**src/rtl/core/sstps_pkg.sv**
```systemverilog
`timescale 1ns / 1ps
// ----------------------------------------------------------------------------
// sstps_pkg
// Shared types, codes and constants of the servo slot table pulse setter.
// ----------------------------------------------------------------------------
package sstps_pkg;

    localparam int SLOTS  = 8;
    localparam int SLOT_W = (SLOTS > 1) ? $clog2(SLOTS) : 1;

    localparam int US_W      = 16;
    localparam int PIN_W     = 8;
    localparam int COUNT_W   = 8;
    localparam int CMD_W     = 3;
    localparam int STATUS_W  = 2;
    localparam int OUT_SLOT_W = 3;
    localparam int CFG_IDX_W = 3;

    // Clamped angle, its product with a width span, and the division by 180.
    localparam int ANGLE_W   = 8;
    localparam int ANGLE_MAX = 180;
    localparam int PROD_W    = ANGLE_W + US_W;
    localparam int ALU_W     = US_W;

    // The division by 180 is a multiplication by 2^32 / 180, rounded up, and
    // a shift by 32. It is exact for every dividend below 2^24.
    localparam int                 RECIP_W     = 25;
    localparam int                 RECIP_SHIFT = 32;
    localparam logic [RECIP_W-1:0] RECIP_180   = 25'd23860930;
    localparam int                 QUOT_W      = PROD_W + RECIP_W;

    localparam logic [CMD_W-1:0] CMD_ATTACH   = 3'd0;
    localparam logic [CMD_W-1:0] CMD_DETACH   = 3'd1;
    localparam logic [CMD_W-1:0] CMD_WR_ANGLE = 3'd2;
    localparam logic [CMD_W-1:0] CMD_WR_US    = 3'd3;
    localparam logic [CMD_W-1:0] CMD_QUERY    = 3'd4;

    localparam logic [STATUS_W-1:0] ST_OK       = 2'd0;
    localparam logic [STATUS_W-1:0] ST_NO_FREE  = 2'd1;
    localparam logic [STATUS_W-1:0] ST_NOT_ATT  = 2'd2;

    localparam logic [CFG_IDX_W-1:0] REG_MIN_PULSE     = 3'd0;
    localparam logic [CFG_IDX_W-1:0] REG_MAX_PULSE     = 3'd1;
    localparam logic [CFG_IDX_W-1:0] REG_DEFAULT_PULSE = 3'd2;
    localparam logic [CFG_IDX_W-1:0] REG_REFRESH       = 3'd3;
    localparam logic [CFG_IDX_W-1:0] REG_PULSES        = 3'd4;

    localparam logic [US_W-1:0]    RST_MIN_PULSE     = 16'd1000;
    localparam logic [US_W-1:0]    RST_MAX_PULSE     = 16'd2000;
    localparam logic [US_W-1:0]    RST_DEFAULT_PULSE = 16'd1500;
    localparam logic [US_W-1:0]    RST_REFRESH       = 16'd20000;
    localparam logic [COUNT_W-1:0] RST_PULSES        = 8'd10;

    typedef logic [SLOT_W-1:0] slot_t;

    typedef enum logic
    {
        ALU_ADD,
        ALU_SUB
    } alu_op_t;

    typedef struct packed
    {
        alu_op_t          op;
        logic [ALU_W-1:0] a;
        logic [ALU_W-1:0] b;
    } alu_req_t;

    // For a subtraction, carry set means a borrow (a < b).
    typedef struct packed
    {
        logic [ALU_W-1:0] res;
        logic             carry;
    } alu_rsp_t;

    typedef struct packed
    {
        logic             attach;
        logic             detach;
        logic             set_width;
        slot_t            idx;
        logic [PIN_W-1:0] pin;
        logic [US_W-1:0]  width;
    } tbl_wr_t;

endpackage

```
**src/rtl/core/servo_slot_table_pulse_setter.sv**
```systemverilog
`timescale 1ns / 1ps
// ----------------------------------------------------------------------------
// servo_slot_table_pulse_setter
// Servo slot table with attach, detach, width setting and query commands.
// ----------------------------------------------------------------------------
// A command is taken when start is high and busy is low; busy then stays high
// until the result has been computed, and the result appears for exactly one
// cycle with done high, so it must be captured in that cycle. Every command
// first scans the slots one per cycle. Detach and failed commands then end;
// attach and query go on to the low time, write microseconds first clamps the
// request to the limits, and write angle first scales the width span by the
// angle and divides by 180, a single multiplication by a scaled reciprocal.
// busy drops in the cycle that shows done, so the next command can be issued
// right then. Configuration writes are always ready and should be made only
// while no command is in flight.
// ----------------------------------------------------------------------------
module servo_slot_table_pulse_setter
    import sstps_pkg::*;
(
    input  logic                  clk,
    input  logic                  rst_n,
    input  logic                  start,
    output logic                  busy,
    input  logic [CMD_W-1:0]      cmd,
    input  logic [PIN_W-1:0]      pin_id,
    input  logic signed [US_W-1:0] angle_deg,
    input  logic [US_W-1:0]       width_request_us,
    output logic                  done,
    output logic [STATUS_W-1:0]   status,
    output logic [OUT_SLOT_W-1:0] slot_index,
    output logic                  is_attached,
    output logic [US_W-1:0]       pulse_us,
    output logic [US_W-1:0]       low_time_us,
    output logic [COUNT_W-1:0]    pulse_count,
    input  logic                  cfg_valid,
    output logic                  cfg_ready,
    input  logic [CFG_IDX_W-1:0]  cfg_index,
    input  logic [US_W-1:0]       cfg_data
);

    typedef enum logic [3:0]
    {
        S_IDLE,
        S_SCAN,
        S_DECIDE,
        S_DIFF_A,
        S_DIFF_B,
        S_MUL,
        S_DIV,
        S_MAP,
        S_CLAMP_LO,
        S_CLAMP_HI,
        S_LOWT
    } state_t;

    // Configuration registers.
    logic [US_W-1:0]    min_reg, max_reg, dflt_reg, refresh_reg;
    logic [COUNT_W-1:0] ppu_reg;

    // Sequencer state and working registers.
    state_t               state_reg, state_next;
    logic [CMD_W-1:0]     cmd_reg, cmd_next;
    logic [PIN_W-1:0]     pin_reg, pin_next;
    logic [ANGLE_W-1:0]   ang_reg, ang_next;
    logic [US_W-1:0]      wreq_reg, wreq_next;
    slot_t                idx_reg, idx_next;
    logic                 free_found_reg, free_found_next;
    slot_t                free_idx_reg, free_idx_next;
    logic                 match_found_reg, match_found_next;
    slot_t                match_idx_reg, match_idx_next;
    logic                 dup_reg, dup_next;
    logic [US_W-1:0]      diff_reg, diff_next;
    logic                 minus_reg, minus_next;
    logic [PROD_W-1:0]    prod_reg, prod_next;
    logic [US_W-1:0]      pw_reg, pw_next;

    // Result registers.
    logic                 done_reg, done_next;
    logic [STATUS_W-1:0]  status_reg, status_next;
    slot_t                slot_reg, slot_next;
    logic                 att_reg, att_next;
    logic [US_W-1:0]      pulse_reg, pulse_next;
    logic [US_W-1:0]      low_reg, low_next;
    logic [COUNT_W-1:0]   count_reg, count_next;

    alu_req_t             alu_req;
    alu_rsp_t             alu_rsp;
    tbl_wr_t              tbl_wr;
    logic                 scan_used;
    logic [PIN_W-1:0]     scan_pin;
    logic [US_W-1:0]      rd_width;
    logic [QUOT_W-1:0]    quot_full;
    logic                 accept;

    sstps_alu u_alu
    (
        .req (alu_req),
        .rsp (alu_rsp)
    );

    sstps_slot_table u_table
    (
        .clk       (clk),
        .rst_n     (rst_n),
        .scan_idx  (idx_reg),
        .rd_idx    (match_idx_reg),
        .wr        (tbl_wr),
        .scan_used (scan_used),
        .scan_pin  (scan_pin),
        .rd_width  (rd_width)
    );

    assign cfg_ready = 1'b1;
    assign busy      = (state_reg != S_IDLE);
    assign accept    = start && !busy;
    assign quot_full = QUOT_W'(prod_reg) * QUOT_W'(RECIP_180);

    always_ff @(posedge clk or negedge rst_n)
    begin
        if (!rst_n)
        begin
            min_reg     <= RST_MIN_PULSE;
            max_reg     <= RST_MAX_PULSE;
            dflt_reg    <= RST_DEFAULT_PULSE;
            refresh_reg <= RST_REFRESH;
            ppu_reg     <= RST_PULSES;
        end
        else if (cfg_valid && cfg_ready)
        begin
            unique case (cfg_index)
                REG_MIN_PULSE:     min_reg     <= cfg_data;
                REG_MAX_PULSE:     max_reg     <= cfg_data;
                REG_DEFAULT_PULSE: dflt_reg    <= cfg_data;
                REG_REFRESH:       refresh_reg <= cfg_data;
                REG_PULSES:        ppu_reg     <= cfg_data[COUNT_W-1:0];
                default:           ;
            endcase
        end
    end

    // Shared adder operand selection.
    always_comb
    begin
        alu_req.op = ALU_SUB;
        alu_req.a  = '0;
        alu_req.b  = '0;
        case (state_reg)
            S_DIFF_A:
            begin
                alu_req.a = max_reg;
                alu_req.b = min_reg;
            end
            S_DIFF_B:
            begin
                alu_req.a = min_reg;
                alu_req.b = max_reg;
            end
            S_MAP:
            begin
                alu_req.op = minus_reg ? ALU_SUB : ALU_ADD;
                alu_req.a  = min_reg;
                alu_req.b  = prod_reg[US_W-1:0];
            end
            S_CLAMP_LO:
            begin
                alu_req.a = wreq_reg;
                alu_req.b = min_reg;
            end
            S_CLAMP_HI:
            begin
                alu_req.a = max_reg;
                alu_req.b = pw_reg;
            end
            S_LOWT:
            begin
                alu_req.a = refresh_reg;
                alu_req.b = pw_reg;
            end
            default:
            begin
                alu_req.op = ALU_SUB;
            end
        endcase
    end

    always_comb
    begin
        state_next       = state_reg;
        cmd_next         = cmd_reg;
        pin_next         = pin_reg;
        ang_next         = ang_reg;
        wreq_next        = wreq_reg;
        idx_next         = idx_reg;
        free_found_next  = free_found_reg;
        free_idx_next    = free_idx_reg;
        match_found_next = match_found_reg;
        match_idx_next   = match_idx_reg;
        dup_next         = dup_reg;
        diff_next        = diff_reg;
        minus_next       = minus_reg;
        prod_next        = prod_reg;
        pw_next          = pw_reg;
        done_next        = 1'b0;
        status_next      = status_reg;
        slot_next        = slot_reg;
        att_next         = att_reg;
        pulse_next       = pulse_reg;
        low_next         = low_reg;
        count_next       = count_reg;

        tbl_wr           = '0;
        tbl_wr.pin       = pin_reg;

        unique case (state_reg)
            S_IDLE:
            begin
                if (accept)
                begin
                    cmd_next         = cmd;
                    pin_next         = pin_id;
                    wreq_next        = width_request_us;
                    if (angle_deg[US_W-1])
                        ang_next = '0;
                    else if (angle_deg > US_W'(ANGLE_MAX))
                        ang_next = ANGLE_W'(ANGLE_MAX);
                    else
                        ang_next = angle_deg[ANGLE_W-1:0];
                    idx_next         = '0;
                    free_found_next  = 1'b0;
                    free_idx_next    = '0;
                    match_found_next = 1'b0;
                    match_idx_next   = '0;
                    dup_next         = 1'b0;
                    state_next       = S_SCAN;
                end
            end

            S_SCAN:
            begin
                if (!scan_used && !free_found_reg)
                begin
                    free_found_next = 1'b1;
                    free_idx_next   = idx_reg;
                end
                if (scan_used && (scan_pin == pin_reg))
                begin
                    if (!match_found_reg)
                    begin
                        match_found_next = 1'b1;
                        match_idx_next   = idx_reg;
                    end
                    else
                    begin
                        dup_next = 1'b1;
                    end
                end
                if (idx_reg == SLOT_W'(SLOTS - 1))
                    state_next = S_DECIDE;
                else
                    idx_next = idx_reg + 1'b1;
            end

            S_DECIDE:
            begin
                status_next = ST_OK;
                slot_next   = '0;
                att_next    = 1'b0;
                pulse_next  = '0;
                low_next    = '0;
                count_next  = '0;
                if (cmd_reg == CMD_ATTACH)
                begin
                    if (free_found_reg)
                    begin
                        tbl_wr.attach = 1'b1;
                        tbl_wr.idx    = free_idx_reg;
                        tbl_wr.width  = dflt_reg;
                        slot_next     = free_idx_reg;
                        att_next      = 1'b1;
                        pw_next       = dflt_reg;
                        count_next    = ppu_reg;
                        state_next    = S_LOWT;
                    end
                    else
                    begin
                        status_next = ST_NO_FREE;
                        att_next    = match_found_reg;
                        done_next   = 1'b1;
                        state_next  = S_IDLE;
                    end
                end
                else if (!match_found_reg)
                begin
                    status_next = ST_NOT_ATT;
                    done_next   = 1'b1;
                    state_next  = S_IDLE;
                end
                else
                begin
                    slot_next = match_idx_reg;
                    att_next  = 1'b1;
                    case (cmd_reg)
                        CMD_DETACH:
                        begin
                            tbl_wr.detach = 1'b1;
                            tbl_wr.idx    = match_idx_reg;
                            att_next      = dup_reg;
                            done_next     = 1'b1;
                            state_next    = S_IDLE;
                        end
                        CMD_WR_ANGLE:
                        begin
                            count_next = ppu_reg;
                            state_next = S_DIFF_A;
                        end
                        CMD_WR_US:
                        begin
                            count_next = ppu_reg;
                            state_next = S_CLAMP_LO;
                        end
                        default:
                        begin
                            // Query, and the unused codes that act as one.
                            pw_next    = rd_width;
                            state_next = S_LOWT;
                        end
                    endcase
                end
            end

            S_DIFF_A:
            begin
                diff_next  = alu_rsp.res;
                minus_next = 1'b0;
                state_next = alu_rsp.carry ? S_DIFF_B : S_MUL;
            end

            S_DIFF_B:
            begin
                diff_next  = alu_rsp.res;
                minus_next = 1'b1;
                state_next = S_MUL;
            end

            S_MUL:
            begin
                prod_next  = PROD_W'(ang_reg) * PROD_W'(diff_reg);
                state_next = S_DIV;
            end

            S_DIV:
            begin
                // The quotient by 180 never exceeds the width span.
                prod_next  = PROD_W'(quot_full[QUOT_W-1:RECIP_SHIFT]);
                state_next = S_MAP;
            end

            S_MAP:
            begin
                pw_next    = alu_rsp.res;
                state_next = S_LOWT;
            end

            S_CLAMP_LO:
            begin
                pw_next    = alu_rsp.carry ? min_reg : wreq_reg;
                state_next = S_CLAMP_HI;
            end

            S_CLAMP_HI:
            begin
                if (alu_rsp.carry)
                    pw_next = max_reg;
                state_next = S_LOWT;
            end

            S_LOWT:
            begin
                if ((cmd_reg == CMD_WR_ANGLE) || (cmd_reg == CMD_WR_US))
                begin
                    tbl_wr.set_width = 1'b1;
                    tbl_wr.idx       = match_idx_reg;
                    tbl_wr.width     = pw_reg;
                end
                pulse_next = pw_reg;
                low_next   = alu_rsp.carry ? '0 : alu_rsp.res;
                done_next  = 1'b1;
                state_next = S_IDLE;
            end

            default:
            begin
                state_next = S_IDLE;
            end
        endcase
    end

    always_ff @(posedge clk or negedge rst_n)
    begin
        if (!rst_n)
        begin
            state_reg  <= S_IDLE;
            done_reg   <= 1'b0;
            status_reg <= ST_OK;
            slot_reg   <= '0;
            att_reg    <= 1'b0;
            pulse_reg  <= '0;
            low_reg    <= '0;
            count_reg  <= '0;
        end
        else
        begin
            state_reg  <= state_next;
            done_reg   <= done_next;
            status_reg <= status_next;
            slot_reg   <= slot_next;
            att_reg    <= att_next;
            pulse_reg  <= pulse_next;
            low_reg    <= low_next;
            count_reg  <= count_next;
        end
    end

    always_ff @(posedge clk)
    begin
        cmd_reg         <= cmd_next;
        pin_reg         <= pin_next;
        ang_reg         <= ang_next;
        wreq_reg        <= wreq_next;
        idx_reg         <= idx_next;
        free_found_reg  <= free_found_next;
        free_idx_reg    <= free_idx_next;
        match_found_reg <= match_found_next;
        match_idx_reg   <= match_idx_next;
        dup_reg         <= dup_next;
        diff_reg        <= diff_next;
        minus_reg       <= minus_next;
        prod_reg        <= prod_next;
        pw_reg          <= pw_next;
    end

    assign done        = done_reg;
    assign status      = status_reg;
    assign slot_index  = OUT_SLOT_W'(slot_reg);
    assign is_attached = att_reg;
    assign pulse_us    = pulse_reg;
    assign low_time_us = low_reg;
    assign pulse_count = count_reg;

    // An accepted command keeps the block busy for at least the slot scan.
    a_accept_busy: assert property (@(posedge clk) disable iff (!rst_n)
        accept |=> busy && !done)
        else $error("command accepted but block not busy");

    // A result strobe lasts one cycle and is never followed directly by another.
    a_done_single: assert property (@(posedge clk) disable iff (!rst_n)
        done |=> !done)
        else $error("result strobe longer than one cycle");

    // A successful result always reports the pin as attached, except detach.
    a_ok_attached: assert property (@(posedge clk) disable iff (!rst_n)
        done && (status == ST_OK) && (cmd_reg != CMD_DETACH) |-> is_attached)
        else $error("successful command reports pin detached");

    // A failed command generates no pulses.
    a_fail_quiet: assert property (@(posedge clk) disable iff (!rst_n)
        done && (status != ST_OK) |->
            (pulse_count == '0) && (pulse_us == '0) && (low_time_us == '0))
        else $error("failed command reports pulses");

    // The saturated low time never exceeds the refresh period.
    a_low_bound: assert property (@(posedge clk) disable iff (!rst_n)
        done |-> (low_time_us <= refresh_reg))
        else $error("low time exceeds refresh period");

endmodule

```
**src/rtl/core/sstps_alu.sv**
```systemverilog
`timescale 1ns / 1ps
// ----------------------------------------------------------------------------
// sstps_alu
// Shared 16-bit adder and subtractor with carry and borrow out.
// ----------------------------------------------------------------------------
module sstps_alu
    import sstps_pkg::*;
(
    input  alu_req_t req,
    output alu_rsp_t rsp
);

    logic [ALU_W:0] sum;

    always_comb
    begin
        case (req.op)
            ALU_ADD: sum = {1'b0, req.a} + {1'b0, req.b};
            ALU_SUB: sum = {1'b0, req.a} - {1'b0, req.b};
            default: sum = '0;
        endcase
    end

    assign rsp.res   = sum[ALU_W-1:0];
    assign rsp.carry = sum[ALU_W];

endmodule

```
**src/rtl/core/sstps_slot_table.sv**
```systemverilog
`timescale 1ns / 1ps
// ----------------------------------------------------------------------------
// sstps_slot_table
// Servo slots: used marks, pin numbers and stored pulse widths.
// ----------------------------------------------------------------------------
module sstps_slot_table
    import sstps_pkg::*;
(
    input  logic             clk,
    input  logic             rst_n,
    input  slot_t            scan_idx,
    input  slot_t            rd_idx,
    input  tbl_wr_t          wr,
    output logic             scan_used,
    output logic [PIN_W-1:0] scan_pin,
    output logic [US_W-1:0]  rd_width
);

    logic [SLOTS-1:0]  used_reg;
    logic [PIN_W-1:0]  pin_reg   [SLOTS];
    logic [US_W-1:0]   width_reg [SLOTS];

    always_ff @(posedge clk or negedge rst_n)
    begin
        if (!rst_n)
        begin
            used_reg <= '0;
        end
        else if (wr.attach)
        begin
            used_reg[wr.idx] <= 1'b1;
        end
        else if (wr.detach)
        begin
            used_reg[wr.idx] <= 1'b0;
        end
    end

    always_ff @(posedge clk)
    begin
        if (wr.attach)
        begin
            pin_reg[wr.idx] <= wr.pin;
        end
    end

    always_ff @(posedge clk or negedge rst_n)
    begin
        if (!rst_n)
        begin
            for (int i = 0; i < SLOTS; i++)
            begin
                width_reg[i] <= RST_DEFAULT_PULSE;
            end
        end
        else if (wr.attach || wr.set_width)
        begin
            width_reg[wr.idx] <= wr.width;
        end
    end

    assign scan_used = used_reg[scan_idx];
    assign scan_pin  = pin_reg[scan_idx];
    assign rd_width  = width_reg[rd_idx];

endmodule

```
**config.mk**
```make
export PLATFORM = sky130hd
export DESIGN_NAME = servo_slot_table_pulse_setter
export DESIGN_NICKNAME = d
export VERILOG_FILES = /design/src/rtl/core/sstps_pkg.sv /design/src/rtl/core/servo_slot_table_pulse_setter.sv /design/src/rtl/core/sstps_alu.sv /design/src/rtl/core/sstps_slot_table.sv
export SDC_FILE = /design/constraint.sdc
export NUM_CORES = 2
export LEC_CHECK = 0
export ABC_AREA = 1
export BUFFER_PORTS_ARGS = -buffer_cell sky130_fd_sc_hd__buf_2
export CORE_ASPECT_RATIO = 0.7
export CORE_MARGIN = 1.5
export CORE_UTILIZATION = 55
export CTS_CLUSTER_DIAMETER = 80
export DETAILED_ROUTE_END_ITERATION = 10
export PLACE_DENSITY = 0.79
export RECOVER_POWER = 100
export SLEW_MARGIN = 20
export SYNTH_ARGS = -nofsm -noshare
export SYNTH_HDL_FRONTEND = slang
export SYNTH_SLANG_ARGS = --single-unit
```
**constraint.sdc**
```tcl
create_clock -name clk -period 7.6 [get_ports clk]
set_input_delay 1.52 -clock clk [delete_from_list [all_inputs] [get_ports clk]]
set_output_delay 1.52 -clock clk [all_outputs]
set_load 0.03 [all_outputs]
```
[Word-level counts from Yosys, hierarchy flattened]
Memory sizes are Yosys's and may differ from the RTL's. A register that Yosys moved wholly into a read port is not among the register bits.
Index checks and enable logic that the tools add are counted.
Storage, ports and cells
  memory bits (writable): 64
  memories: 1
  flip-flop bits (word level): 363
  output and inout port bits: 49
  input bits: 66
Operators by class
  bitwise gates (word level): 6
  equal/unequal tests: 30
  multiplexer cells: 90
  order comparisons: 7
  add/subtract/negate cells: 3
  $mul: 2
  reduce and logical (&&, ||, !) cells: 38
Memory list
  u_table.pin_reg: depth 8, bits a word 8, read ports 1, clocked after Yosys merged registers in 1, wr ports 1, RTL line sstps_slot_table.sv:20  | logic [PIN_W-1:0] pin_reg [SLOTS];
Operators with widths (count)
  $mux 16: 13
  $pmux 32 s6: 1
  $bwmux 128: 1
  $pmux 16 s2: 3
  $pmux 16 s4: 1
  $mux 8: 7
  $bmux 16 s3: 1
  $demux 16 s3: 1
  $mul 24x24->48 const B: 1
  $pmux 24 s2: 1
  $mux 3: 12
  $pmux 4 s9: 1
  $pmux 17 s2: 1
  $mux 1: 26
  $mul 8x16->24: 1
  $mux 4: 6
  $pmux 3 s2: 4
  $add 16x16->17: 1
  $sub 16x16->17: 1
  $eq 4x3->1 const B: 4
  $gt 16x9->1 const B: 1
  $ne 2x2->1 const B: 7
  $reduce_and 2->1: 7
  $eq 3x2->1 const B: 4
  other kinds (35): 70

[Logic depth before layout (Yosys ltp)]
  depth after elaboration: 13
  depth in mapped cells: 30
  gate-level depth less buffers: 29

[Modules after synthesis]
From an unflattened synthesis, not the netlist that was laid out.
Second synthesis, totals
  cells, all modules: 4450
  area total of the unflattened synthesis: 35484.0 um^2
By module, submodules not included
  servo_slot_table_pulse_setter: instances 1, seq. area each 6233.5 um^2, area an instance 24327.1 um^2, cells each 2929
  sstps_slot_table: instances 1, seq. area each 5395.2 um^2, area an instance 9613.0 um^2, cells each 1215
  sstps_alu: instances 1, seq. area each 0.0 um^2, area an instance 1544.0 um^2, cells each 306

[Least setup slack after synthesis]
Ideal clock, no wire load.
  path kind: register to register
  from: reg prod_reg[1]
  to: reg prod_reg[15], data pin
  period minus slack after synthesis: 5.815 ns
  setup time: 0.269 ns
  setup slack: 1.785 ns
  arrival: 5.545 ns
  path buffers: 0
  cell stages (with the launch flop): 24
  cells stage by stage: edfxtp_1 > ha_1 > xor2_1 > ha_1 > or2_2 > fa_1 > inv_1 > fa_1 > inv_1 > fa_1 > fa_1 > inv_1 > fa_1 > inv_1 > ha_1 > a21oi_1 > o21ai_0 > a21boi_0 > o21ai_0 > nand2_1 > nand3_1 > xor2_1 > nand2_1 > o21ai_0
Between the ends
  cells in the longest elaborated chain, start to end: 2
RTL lines
  start: declaration: RTL line servo_slot_table_pulse_setter.sv:74  | logic [PROD_W-1:0] prod_reg, prod_next;
  start signal: assignment: RTL line servo_slot_table_pulse_setter.sv:438  | prod_reg <= prod_next;
  $mul 24x24->48: RTL line servo_slot_table_pulse_setter.sv:116  | assign quot_full = QUOT_W'(prod_reg) * QUOT_W'(RECIP_180);
  $pmux 24 s2: RTL line servo_slot_table_pulse_setter.sv:214  | unique case (state_reg)
  named net prod_next[15]: RTL line servo_slot_table_pulse_setter.sv:74
The timed path passes the listed nets, and every way through them passes these cells.
A chain may end at the register's enable or synchronous reset.

[Final worst setup path]
  from: reg prod_reg[4]
  to: reg prod_reg[5], data pin
Same word-level chain as after synthesis.

==> impl_metrics.yaml <==
synthesis:
  syn_area_per_cell_um2: 8.46
  synth_top_area_cell: "edfxtp_1"
  synth_area_leaders: "edfxtp_1, fa_1, dfrtp_1, ha_1, nand2_1"
  synthCells: 4067
  synth_most_common_cell: "nand2_1"
  yosysWarnings: 0
  synth_common_cells: "nand2_1, inv_1, o21ai_0, ha_1, fa_1"
  syn_nets: 4678
  synthDistinctLibCells: 63
  seq_area_frac_synth: 0.340
  synthFlopType: "dfrtp_1"
  synth_area_um2: 34400
  synth_seq_cells: 430
  synthDominantCellAreaShare: 0.147
  synth_enable_flop_cells: 168
  async_flop_share: 0.602
clocking:
  path_clk_slew_ps: 80
  cts.repair.resized: 0
  cts_hold_buf: 0
  clockRootBuffer: "clkbuf_16"
  cts_setup_buffers: 0
  cts_inserted_buffers: 42
  tritoncts: "built"
  clk_path_buf_depth: 3
  htreeDepth: 2
  cts.sinks: 430
  clk-insertion-delay-late_ps: 590
worst_setup_path:
  required_ps: 7830
  timing.rr.start: "prod_reg[4]"
  critical_path_class: "flop to flop"
  crit_slowest_cell: "o21ai_0"
  crit_path_frequent_cell: "fa_1"
  crit_path_cell_trace: "ha_1 -> xor2_1 -> xor2_1 -> fa_1 -> inv_1 -> fa_1 -> inv_1 -> fa_1 -> fa_1 -> inv_1 -> fa_1 -> inv_1 -> ha_1 -> a21oi_1 -> nor2_1 -> nor2_1 -> o21ai_0 -> a21oi_1 -> nand2_1 -> xnor2_1 -> o21ai_0"
  worst-path-buf-inv: 4
  cp_top_family: "adder cells"
  slowest_delay_ps: 880
  crit_path_max_fanout: 7
  reg2reg_slack_ps: 370
  r2r_cells: 21
  start_kind: "flop"
  cp-end-kind: "flop"
  cp_data_arrival_time_ps: 7460
  rr_endpoint: "prod_reg[5]"
sta:
  slew_headroom: -1.55
  setup_violations: 0
  fin_crit_ps: 7230
  fin_crit_sh: 0.951
  rsz0062_at_grt: "false"
  fmax_mhz: 138
  final_max_slew_viol_count: 606
  holdWs_ps: 476
  clock_skew_ps: 30.7
  hold_violations: 0
  tns_ps: 0
  tightest_slew_ps: 3820
floorplanning:
  rows: 76
  dieWidth_um: 302
  die-area_um2: 64100
  start_util: 0.557
  die_height_um: 212
  design.core.area_um2: 61700
  boundaryPins: 115
status:
  violations: "max-capacitance violations, max-slew violations"
  run_status: "complete, but fails checks"
cells_and_area:
  drive_gt1_frac: 0.0651
  final_nets: 4709
  largest_register_ffs: 128
  areaGrowthSynthToFinish_pct: 7.05
routing:
  drt_first_pass_iters: 7
  postRouteWirelength_mm: 107
  drt_iter0_markers: 3506
  vias: 28900
  drc: 0
  antenna_left: 0
  viasPerCell: 5.83
  post_drt_wl_per_cell_um: 21.5
global_routing:
  grt_util_all_layers: 0.337
  grt-ovfl-total: 0
  antenna_found_initial: 4
  grt_pass1_wl_mm: 163
  grt_pass1_vias: 27200
  grt_max_degree: 139
worst_hold_path:
  min_to: "u_table.width_reg[2]"
  worstHoldPathType: "flop to flop"
  hold_depth: 2
  hp-start: "u_table.width_reg[2]"
run:
  drv_cap: 16
placed_design:
  hpwlAfterDp_mm: 81.7
  portBuffers: 113
  gp_congestion: 1.04
==> worst max path at each step <==
| stage | from | end | slack, ps | cells after the start |
|---|---|---|---|---|
| after floorplan | prod_reg[1] | prod_reg[15] | 1790 | 23 |
| after global placement | prod_reg[0] | prod_reg[5] | 650 | 22 |
| after detailed placement | prod_reg[1] | prod_reg[5] | 610 | 22 |
| after CTS | prod_reg[1] | prod_reg[5] | 620 | 22 |
| after global routing | prod_reg[4] | prod_reg[5] | 170 | 21 |
| final | prod_reg[4] | prod_reg[5] | 370 | 21 |
==> layout by cell type, fill, tap and decap left out, drive strengths merged, types with 11 or more instances in the layout <==
cell type and instances:
a21o 14, a21oi 192, a22oi 11, a31oi 14, buf 79, clkbuf 120
clkinv 15, dfrtp 177, dfstp 82, edfxtp 168, fa 248, ha 297
inv 761, nand2 839, nand3 118, nand3b 14, nand4 20, nor2 247
nor3 17, o211ai 15, o21ai 497, o22ai 13, o32ai 17, xnor2 17
xor2 44
==> stage by stage <==
stage	area [µm²]	std cells	worst slack, ps	utilization
5_1_grt	36800	4951	167	0.597
6_report	36800	4952	372	0.597
3_5_place_dp	35600	4871	608	0.576
2_1_floorplan	34400	4067	1790	-
3_3_place_gp	35600	4871	654	0.576
4_1_cts	37100	4949	625	0.601
==> cell families after synthesis <==
| logic type | after synthesis | synth area share |
|---|---|---|
| buffers and inverters | 917 | 0.103 |
| and+or+nand+nor | 1274 | 0.154 |
| xor gates and xnor gates | 61 | 0.0155 |
| AOI/OAI and AO/OA | 838 | 0.136 |
| other | 1 | 0.000109 |
| adders and majority gates | 545 | 0.252 |
| muxes | 1 | 0.000291 |
| DFF | 430 | 0.340 |
==> worst min-delay path, delay by kind of cell, from the launching register on <==
family | cells | cell delay [ps]
simple gates | 1 | 50
compound gates | 1 | 60
flops | 1 | 370
==> layout make-up <==
class | instances | area [µm²]
diodes | 1 | 2.50
clock buffers | 56 | 1150
clock inverters | 22 | 334
fillers | 5357 | 24900
inverters | 761 | 2860
multi-input cells | 2720 | 19100
flip-flops and latches | 430 | 11700
well taps | 819 | 1020
repair buffers | 143 | 679
==> metal layers <==
layer | vias up | wire length [µm] | global-route usage | part of all wire
met5 | - | 9 | 0 | 0.000084
met4 | 2 | 2350 | 0.0740 | 0.022
met3 | 169 | 15300 | 0.122 | 0.14
met2 | 1724 | 41700 | 0.445 | 0.39
met1 | 13800 | 47200 | 0.519 | 0.44
li1 | 13100 | - | - | -
Power is left out: the tool's default activity adds up to more than one toggle a clock period on the data nets, which glitch-free logic cannot reach.
